<file path="config.mk">
export PLATFORM = sky130hd
export DESIGN_NAME = monitor_chain_frame_codec_top_flat
export DESIGN_NICKNAME = d
export VERILOG_FILES = /design/src/design/mcfc_pkg.sv /design/src/design/mcfc_in_if.sv /design/src/design/mcfc_out_if.sv /design/src/design/mcfc_front.sv /design/src/design/mcfc_mid.sv /design/src/design/mcfc_back.sv /design/src/design/monitor_chain_frame_codec_top.sv /design/src/flat_wrapper.sv
export SDC_FILE = /design/constraint.sdc
export NUM_CORES = 1
export LEC_CHECK = 0
export BUFFER_PORTS_ARGS = -buffer_cell sky130_fd_sc_hd__buf_2
export CAP_MARGIN = 20
export CORE_ASPECT_RATIO = 1.5
export CORE_MARGIN = 4
export CORE_UTILIZATION = 50
export CTS_CLUSTER_SIZE = 24
export DETAILED_ROUTE_END_ITERATION = 10
export PLACE_DENSITY_LB_ADDON = 0.2
export SLEW_MARGIN = 0
export SYNTH_ARGS = -nofsm -noshare
export SYNTH_HDL_FRONTEND = slang
export SYNTH_HIERARCHICAL = 1
export SYNTH_SLANG_ARGS = --single-unit
</file>
<file path="constraint.sdc">
create_clock -name clk -period 1.9 [get_ports clk]
set_clock_uncertainty 0.05 [all_clocks]
set_input_delay 0.285 -clock clk [delete_from_list [all_inputs] [get_ports clk]]
set_output_delay 0.285 -clock clk [all_outputs]
set_load 0.02 [all_outputs]
</file>
<file path="src/design/mcfc_pkg.sv">
// Shared types, frame constants and CRC-8 helpers for the monitor chain frame codec.
// No dependencies; mcfc_front, mcfc_mid, mcfc_back and the top module import this package.
package mcfc_pkg;

  // Command codes
  localparam logic CMD_BUILD = 1'b0;
  localparam logic CMD_CHECK = 1'b1;

  // Frame layout constants
  localparam logic [2:0] FRAME_TAIL = 3'b010;

  // Payload carried between pipeline stages
  typedef struct packed {
    logic        cmd;
    logic [31:0] word;  // write frame with CRC/tail zero, or the received frame
    logic [4:0]  addr;  // bit-reversed device index
    logic [7:0]  crc;   // running CRC over the leading bits of word
  } stage_t;

  // One result beat
  typedef struct packed {
    logic [31:0] frame_out;
    logic        crc_ok;
    logic [11:0] conversion_value;
    logic [5:0]  address_field;
    logic        address_match;
  } result_t;

  // One MSB-first CRC step, x^8+x^5+x^3+x^2+x+1
  function automatic logic [7:0] crc_step(input logic [7:0] c, input logic d);
    logic c7;
    c7 = c[7];
    return {c[6], c[5], c[4] ^ c7, c[3], c[2] ^ c7, c[1] ^ c7, c[0] ^ c7, d ^ c7};
  endfunction

  // Eight CRC steps over a byte, MSB first
  function automatic logic [7:0] crc_byte(input logic [7:0] c, input logic [7:0] b);
    logic [7:0] r;
    r = c;
    for (int i = 0; i < 8; i++) begin
      r = crc_step(r, b[7-i]);
    end
    return r;
  endfunction

endpackage

</file>
<file path="src/design/mcfc_in_if.sv">
// Input channel of the monitor chain frame codec: valid/ready plus command payload.
// Depends on nothing.
interface mcfc_in_if;
  logic        valid;
  logic        ready;
  logic        cmd;
  logic [4:0]  device_index;
  logic [5:0]  register_addr;
  logic [7:0]  reg_data;
  logic        to_all;
  logic [31:0] read_frame;

  modport source(output valid, cmd, device_index, register_addr, reg_data, to_all,
                 read_frame, input ready);
  modport sink(input valid, cmd, device_index, register_addr, reg_data, to_all,
               read_frame, output ready);
endinterface

</file>
<file path="src/design/mcfc_out_if.sv">
// Output channel of the monitor chain frame codec: valid/ready plus result payload.
// Depends on nothing.
interface mcfc_out_if;
  logic        valid;
  logic        ready;
  logic [31:0] frame_out;
  logic        crc_ok;
  logic [11:0] conversion_value;
  logic [5:0]  address_field;
  logic        address_match;

  modport source(output valid, frame_out, crc_ok, conversion_value, address_field,
                 address_match, input ready);
  modport sink(input valid, frame_out, crc_ok, conversion_value, address_field,
               address_match, output ready);
endinterface

</file>
<file path="src/design/mcfc_front.sv">
// First pipeline stage: selects the frame word and runs the CRC over bits 31:24.
// Depends on mcfc_pkg and mcfc_in_if.
module mcfc_front
  import mcfc_pkg::*;
(
  input  logic       clk,
  input  logic       rst,
  mcfc_in_if.sink    in_ch,
  output logic       out_valid,
  output stage_t     out_data,
  input  logic       down_ready
);

  logic   [4:0] rev;
  stage_t       stage_next;

  // Reverse the index and assemble the word to protect
  always_comb begin
    for (int i = 0; i < 5; i++) begin
      rev[4-i] = in_ch.device_index[i];
    end
    stage_next.cmd  = in_ch.cmd;
    stage_next.addr = rev;
    if (in_ch.cmd == CMD_CHECK) begin
      stage_next.word = in_ch.read_frame;
    end else begin
      stage_next.word = {rev, in_ch.register_addr, in_ch.reg_data, in_ch.to_all, 12'd0};
    end
    stage_next.crc = crc_byte(8'h00, stage_next.word[31:24]);
  end

  // Advance when empty or when the next stage takes the beat
  assign in_ch.ready = !out_valid || down_ready;

  always_ff @(posedge clk) begin
    if (rst) begin
      out_valid <= 1'b0;
    end else if (in_ch.ready) begin
      out_valid <= in_ch.valid;
    end
  end

  always_ff @(posedge clk) begin
    if (in_ch.ready && in_ch.valid) begin
      out_data <= stage_next;
    end
  end

endmodule

</file>
<file path="src/design/mcfc_mid.sv">
// Second pipeline stage: continues the CRC over bits 23:16 of the frame word.
// Depends on mcfc_pkg.
module mcfc_mid
  import mcfc_pkg::*;
(
  input  logic   clk,
  input  logic   rst,
  input  logic   in_valid,
  input  stage_t in_data,
  output logic   in_ready,
  output logic   out_valid,
  output stage_t out_data,
  input  logic   down_ready
);

  stage_t stage_next;

  // Fold in the second byte
  always_comb begin
    stage_next     = in_data;
    stage_next.crc = crc_byte(in_data.crc, in_data.word[23:16]);
  end

  assign in_ready = !out_valid || down_ready;

  always_ff @(posedge clk) begin
    if (rst) begin
      out_valid <= 1'b0;
    end else if (in_ready) begin
      out_valid <= in_valid;
    end
  end

  always_ff @(posedge clk) begin
    if (in_ready && in_valid) begin
      out_data <= stage_next;
    end
  end

endmodule

</file>
<file path="src/design/mcfc_back.sv">
// Last pipeline stage: finishes the CRC, forms the result and holds the output register.
// Depends on mcfc_pkg and mcfc_out_if.
module mcfc_back
  import mcfc_pkg::*;
(
  input  logic       clk,
  input  logic       rst,
  input  logic       in_valid,
  input  stage_t     in_data,
  output logic       in_ready,
  mcfc_out_if.source out_ch
);

  logic    [7:0] crc;
  result_t       res_next;
  result_t       res;
  logic          valid;

  // Finish the CRC: bits 15:11 always, bit 10 only when checking
  always_comb begin
    crc = in_data.crc;
    for (int i = 0; i < 5; i++) begin
      crc = crc_step(crc, in_data.word[15-i]);
    end
    if (in_data.cmd == CMD_CHECK) begin
      crc = crc_step(crc, in_data.word[10]);
    end
  end

  // Form the result fields; the unused side reads as zero
  always_comb begin
    res_next = '0;
    if (in_data.cmd == CMD_CHECK) begin
      res_next.crc_ok           = (in_data.word != 32'd0) && (in_data.word[9:2] == crc);
      res_next.conversion_value = in_data.word[22:11];
      res_next.address_field    = in_data.word[31:26];
      res_next.address_match    = (in_data.word[31:26] == {1'b0, in_data.addr});
    end else begin
      res_next.frame_out = {in_data.word[31:11], crc, FRAME_TAIL};
    end
  end

  // Output register parts the pipeline from the sink
  assign in_ready = !valid || out_ch.ready;

  always_ff @(posedge clk) begin
    if (rst) begin
      valid <= 1'b0;
    end else if (in_ready) begin
      valid <= in_valid;
    end
  end

  always_ff @(posedge clk) begin
    if (in_ready && in_valid) begin
      res <= res_next;
    end
  end

  assign out_ch.valid            = valid;
  assign out_ch.frame_out        = res.frame_out;
  assign out_ch.crc_ok           = res.crc_ok;
  assign out_ch.conversion_value = res.conversion_value;
  assign out_ch.address_field    = res.address_field;
  assign out_ch.address_match    = res.address_match;

`ifndef SYNTHESIS
  // A build beat carries the tail; a check beat has an all-zero frame
  a_tail: assert property (@(posedge clk) disable iff (rst)
    valid |-> (res.frame_out[2:0] == FRAME_TAIL) || (res.frame_out == 32'd0))
    else $error("frame_out neither a tailed write frame nor zero");

  // A build beat leaves every read field zero
  a_build_clean: assert property (@(posedge clk) disable iff (rst)
    valid && (res.frame_out != 32'd0) |->
      !res.crc_ok && !res.address_match && (res.conversion_value == 12'd0) &&
      (res.address_field == 6'd0))
    else $error("build beat carries read fields");

  // The reversed index is five bits, so a match needs a clear top address bit
  a_match_msb: assert property (@(posedge clk) disable iff (rst)
    valid && res.address_match |-> !res.address_field[5])
    else $error("address match with address bit 5 set");

  // A stalled result beat holds its payload
  a_hold: assert property (@(posedge clk) disable iff (rst)
    valid && !out_ch.ready |=> valid && $stable(res))
    else $error("stalled result beat changed");
`endif

endmodule

</file>
<file path="src/design/monitor_chain_frame_codec_top.sv">
// Path: an accepted input beat passes the front, mid and back registers before its result beat shows on out_ch.
// Throughput: one beat per cycle while out_ch is ready; three CRC stages each fold up to eight frame bits.
// Each stage has its own valid bit and takes a beat when empty or when draining.
// Reset (rst, synchronous, active high) clears all stage valid bits; no other state.
// Depends on mcfc_pkg, mcfc_in_if, mcfc_out_if, mcfc_front, mcfc_mid, mcfc_back.
module monitor_chain_frame_codec_top
  import mcfc_pkg::*;
(
  input  logic       clk,
  input  logic       rst,
  mcfc_in_if.sink    in_ch,
  mcfc_out_if.source out_ch
);

  logic   s1_valid;
  logic   s1_ready;
  stage_t s1_data;
  logic   s2_valid;
  logic   s2_ready;
  stage_t s2_data;

  // Assemble the word and fold the leading byte
  mcfc_front u_front (
    .clk        (clk),
    .rst        (rst),
    .in_ch      (in_ch),
    .out_valid  (s1_valid),
    .out_data   (s1_data),
    .down_ready (s1_ready)
  );

  // Fold the second byte
  mcfc_mid u_mid (
    .clk        (clk),
    .rst        (rst),
    .in_valid   (s1_valid),
    .in_data    (s1_data),
    .in_ready   (s1_ready),
    .out_valid  (s2_valid),
    .out_data   (s2_data),
    .down_ready (s2_ready)
  );

  // Finish the CRC and register the result
  mcfc_back u_back (
    .clk      (clk),
    .rst      (rst),
    .in_valid (s2_valid),
    .in_data  (s2_data),
    .in_ready (s2_ready),
    .out_ch   (out_ch)
  );

endmodule

</file>
<file path="src/flat_wrapper.sv">
// flat-port wrapper written by rule: the top's interface ports become plain ports
module monitor_chain_frame_codec_top_flat import mcfc_pkg::*;
  (clk, rst, in_ch_valid, in_ch_cmd, in_ch_device_index, in_ch_register_addr, in_ch_reg_data, in_ch_to_all, in_ch_read_frame, in_ch_ready, out_ch_valid, out_ch_frame_out, out_ch_crc_ok, out_ch_conversion_value, out_ch_address_field, out_ch_address_match, out_ch_ready);
  mcfc_in_if in_ch_i ();
  mcfc_out_if out_ch_i ();
  input  logic clk;
  input  logic rst;
  input wire logic [$bits(in_ch_i.valid)-1:0] in_ch_valid;
  input wire logic [$bits(in_ch_i.cmd)-1:0] in_ch_cmd;
  input wire logic [$bits(in_ch_i.device_index)-1:0] in_ch_device_index;
  input wire logic [$bits(in_ch_i.register_addr)-1:0] in_ch_register_addr;
  input wire logic [$bits(in_ch_i.reg_data)-1:0] in_ch_reg_data;
  input wire logic [$bits(in_ch_i.to_all)-1:0] in_ch_to_all;
  input wire logic [$bits(in_ch_i.read_frame)-1:0] in_ch_read_frame;
  output wire logic [$bits(in_ch_i.ready)-1:0] in_ch_ready;
  output wire logic [$bits(out_ch_i.valid)-1:0] out_ch_valid;
  output wire logic [$bits(out_ch_i.frame_out)-1:0] out_ch_frame_out;
  output wire logic [$bits(out_ch_i.crc_ok)-1:0] out_ch_crc_ok;
  output wire logic [$bits(out_ch_i.conversion_value)-1:0] out_ch_conversion_value;
  output wire logic [$bits(out_ch_i.address_field)-1:0] out_ch_address_field;
  output wire logic [$bits(out_ch_i.address_match)-1:0] out_ch_address_match;
  input wire logic [$bits(out_ch_i.ready)-1:0] out_ch_ready;
  assign in_ch_i.valid = in_ch_valid;
  assign in_ch_i.cmd = in_ch_cmd;
  assign in_ch_i.device_index = in_ch_device_index;
  assign in_ch_i.register_addr = in_ch_register_addr;
  assign in_ch_i.reg_data = in_ch_reg_data;
  assign in_ch_i.to_all = in_ch_to_all;
  assign in_ch_i.read_frame = in_ch_read_frame;
  assign in_ch_ready = in_ch_i.ready;
  assign out_ch_valid = out_ch_i.valid;
  assign out_ch_frame_out = out_ch_i.frame_out;
  assign out_ch_crc_ok = out_ch_i.crc_ok;
  assign out_ch_conversion_value = out_ch_i.conversion_value;
  assign out_ch_address_field = out_ch_i.address_field;
  assign out_ch_address_match = out_ch_i.address_match;
  assign out_ch_i.ready = out_ch_ready;
  monitor_chain_frame_codec_top u_core (.clk(clk), .rst(rst), .in_ch(in_ch_i), .out_ch(out_ch_i));
endmodule
</file>
==> results.sh <==
export IMPL_outcome="finished with violations"
export IMPL_violations="negative setup slack"
export IMPL_cp_required_ps=2130
export IMPL_ys_seq_area_share_pct=71.2
export IMPL_timing_rr_start="u_core/u_mid/out_data[6]"
export IMPL_crit_path_cell_trace="xor2_4 -> buf_4 -> xnor2_2 -> buf_4 -> xnor2_1 -> o211ai_1 -> a211oi_1 -> and3_1"
export IMPL_fin_hold_ws_ps=27.6
export IMPL_path_buf_inv=2
export IMPL_placed_area_sq_mm=0.00654
export IMPL_layout_drive_gt1_share_pct=41.2
export IMPL_cts_made_buffers=17
export IMPL_synth_async_reset_ratio_pct=0
export IMPL_detail_route_antenna_nets=0
export IMPL_cts_sinks=137
export IMPL_gp_congestion=0.774
export IMPL_dieHeight_microns=139
export IMPL_num_vias=2977
export IMPL_whs_endpoint="u_core/u_front/out_data[9]"
export IMPL_drt_pass1_iterations=4
export IMPL_wl_per_cell_microns=14.5
export IMPL_power_switching_mw=1.79
export IMPL_grt_pass1_wl_microns=14800
export IMPL_maxCapViolations=0
export IMPL_setup_viol=1
export IMPL_n_fill_cell=797
export IMPL_slew_violations=0
export IMPL_period_needed_ps=2120
export IMPL_dp_cells=591
export IMPL_io_pins=111
export IMPL_synth_edff_count=134
export IMPL_fin_nets=528
export IMPL_worst_setup_path_type="register to register"
export IMPL_crit_path_start_kind="register"
export IMPL_clk_latency_ps=410
export IMPL_cpLargestDelayFamily="XOR/XNOR gates"
export IMPL_pwr_share_seq_pct=45.3
export IMPL_hpwl_microns=6430
export IMPL_p_leak_nw=2.84
export IMPL_cp_common_cell="buf_4"
export IMPL_via_per_inst=4.73
export IMPL_end_kind="register"
export IMPL_combPwrFrac_pct=14.3
export IMPL_insertedDiodeCount=0
export IMPL_ir_drop_mv=0.745
export IMPL_switching_share_pct=22.3
export IMPL_ys_warnings_count=6
export IMPL_synth_main_ff_cell="edfxtp_1"
export IMPL_pre_cts_slack_ps=-238
export IMPL_finalCritPeriodShare_pct=111
export IMPL_htreeDepth=4
export IMPL_clk_pin_slew_ps=60
export IMPL_gr_total_overflow=0
export IMPL_critPathArrivalTime_ps=2350
export IMPL_synth_cell_area_sq_mm=0.00574
export IMPL_pwr_share_clk_pct=40.5
export IMPL_antenna_found_initial=0
export IMPL_wl_microns=9130
export IMPL_worst_slew_pin_slew_ps=570
export IMPL_grt_usage_pct=14.9
export IMPL_initial_core_util_pct=51.6
export IMPL_final_cells=630
export IMPL_cts_tree="built"
export IMPL_max_freq_ghz=0.472
export IMPL_ys_types=32
export IMPL_p_per_area_mw_per_mm2=1110
export IMPL_fin_util_pct=65.3
export IMPL_hold_depth=1
export IMPL_p_int_mw=6.23
export IMPL_slew_headroom_pct=62.0
export IMPL_first_iter_violations=101
export IMPL_worstReg2RegEnd="u_core/u_back/out_ch.crc_ok"
export IMPL_grt_setup_unrepaired="true"
export IMPL_ys_ff_latch=137
export IMPL_finalHoldViolCount=0
export IMPL_clockBufferDepth=2
export IMPL_setup_slack_ps=-217
export IMPL_num_rows=47
export IMPL_grt_pass1_vias=3095
export IMPL_port_buffers=108
export IMPL_cp_max_fo=4
export IMPL_dieArea_sq_mm=0.0133
export IMPL_r2r_cells=8
export IMPL_core_area_sq_mm=0.0111
export IMPL_cts_root_buf="clkbuf_16"
export IMPL_grt_max_degree=51
export IMPL_p_total_mw=8.02
export IMPL_hold_path_class="input port to register"
export IMPL_die_w_microns=95.5
export IMPL_cp_slowest_cell="edfxtp_1"
export IMPL_drc_errors=0
export IMPL_syn2layout_area_growth_pct=26.5
export IMPL_synthCells=331
export IMPL_hp_start="in_ch_device_index[3]"
export IMPL_avgSynthCellArea_sq_um=17.3
export IMPL_max_stage_delay_ps=470
export IMPL_design_area_sq_mm=0.00726
export IMPL_fin_tns_setup_ps=-217
export IMPL_rrSetupSlack_ps=-220
==> power groups by stage <==
stage	Combinational (mW)	Clock [mW]	Sequential [mW]
6_report	1.14	3.25	3.63
5_1_grt	1.23	3.46	3.65
4_1_cts	1.12	3.33	3.63
3_5_place_dp	1.06	0	3.69
3_3_place_gp	1.03	0	3.69
2_1_floorplan	0.681	0	3.71
==> cells in the final DEF, fill, tap and decap left out, types with 3 or more instances in the layout <==
cell           count
a21oi_1            5
and2_1            31
buf_2            108
buf_4             25
bufinv_16          3
clkbuf_16         17
clkinv_4           4
clkinvlp_4         3
dfxtp_1            3
dlygate4sd3_1      5
edfxtp_1         134
inv_1              4
mux2_2            20
nand4_1            3
nor2_1            10
nor2b_1           21
nor4_1             9
xnor2_1           24
xnor2_2            5
xnor3_1           10
xor2_1            11
==> worst register-to-register path, delay by kind of cell, from the launching register on <==
| kind | cells | cell delay [ps] |
|---|---|---|
| simple gates | 1 | 200 |
| buf+inv | 2 | 310 |
| flops | 1 | 470 |
| compound gates | 2 | 390 |
| xor+xnor | 3 | 580 |
==> how the worst max path moves through the flow <==
stage / startpoint / to / slack, ps / depth (start not counted)
6_report: u_core/u_mid/out_data[6] / u_core/u_back/out_ch.crc_ok / -220 / 8
3_5_place_dp: u_core/u_mid/out_data[7] / u_core/u_back/out_ch.crc_ok / -240 / 8
2_1_floorplan: u_core/u_mid/out_data[7] / u_core/u_back/out_ch.crc_ok / -70 / 6
5_1_grt: u_core/u_mid/out_data[3] / u_core/u_back/out_ch.crc_ok / -290 / 6
3_3_place_gp: u_core/u_mid/out_data[7] / u_core/u_back/out_ch.crc_ok / -170 / 6
4_1_cts: u_core/u_mid/out_data[3] / u_core/u_back/out_ch.crc_ok / -200 / 7
==> layout make-up <==
class / instances / area, sq um / share of cell area, %
Sequential cell: 137 / 4080 / 56.3
Inverter: 4 / 15.0 / 0.207
Clock inverter: 14 / 174 / 2.40
Tap cell: 147 / 184 / 2.53
Multi-Input combinational cell: 172 / 1580 / 21.7
Timing Repair Buffer: 139 / 798 / 11.0
Clock buffer: 17 / 425 / 5.86
==> flip-flops by register name, summed over array words and instances (netlist names) <==
name and flops:
u_core/u_mid/out_data 46, u_core/u_front/out_data 38, u_core/u_back/out_ch.frame_out 30, u_core/u_back/out_ch.conversion_value 12
u_core/u_back/out_ch.address_field 6, u_core/u_back/out_ch.address_match 1, u_core/u_back/out_ch.crc_ok 1, u_core/u_back/out_ch.valid 1
u_core/u_front/out_valid 1, u_core/u_mid/out_valid 1
==> kinds of logic (layout without fill, tap and decap cells) <==
kind of cell	Yosys count	in the layout	synth area share (%)
AO/OA/AOI/OAI	10	10	1.11
XOR/XNOR	56	56	12.5
buffers and inverters	23	174	2.44
flip-flops	137	137	71.2
multiplexers	21	21	4.10
other	1	2	0.0654
AND/OR/NAND/NOR	83	83	8.57
==> routing by layer <==
layer | share of wire, % | track usage [%] | vias up
li1 | - | - | 1476
met1 | 41 | 17.6 | 1365
met2 | 49 | 23.7 | 113
met3 | 6.8 | 4.61 | 23
met4 | 3.4 | 8.55 | 0
met5 | 0 | 0 | -
==> synth_stat cells (all sizes together), types with 2 or more instances <==
| cell type | n | area share [%] |
|---|---|---|
| a21oi | 5 | 0.44 |
| dfxtp | 3 | 1.0 |
| xnor3 | 12 | 4.8 |
| edfxtp | 134 | 70 |
| inv | 4 | 0.26 |
| xor3 | 2 | 0.83 |
| a2111oi | 2 | 0.33 |
| xnor2 | 29 | 4.7 |
| nor4 | 9 | 0.98 |
| buf | 14 | 1.9 |
| nand2b | 3 | 0.33 |
| nor2b | 21 | 2.3 |
| nor3 | 2 | 0.17 |
| mux2 | 20 | 3.9 |
| nand4 | 3 | 0.33 |
| nor2 | 10 | 0.65 |
| clkbuf | 5 | 0.33 |
| xor2 | 13 | 2.2 |
| and2 | 34 | 3.7 |
==> timing repair <==
| action | in CTS | in global routing |
|---|---|---|
| pin swaps | 1 | 4 |
| endpoints found under the hold margin | 6 | 0 |
| resized for setup | 5 | 4 |
| setup endpoints to repair | 1 | 86 |
| hold buffers | 5 | 0 |
| setup buffers | 1 | 2 |
Note: power is estimated with default switching activity, not from simulation.
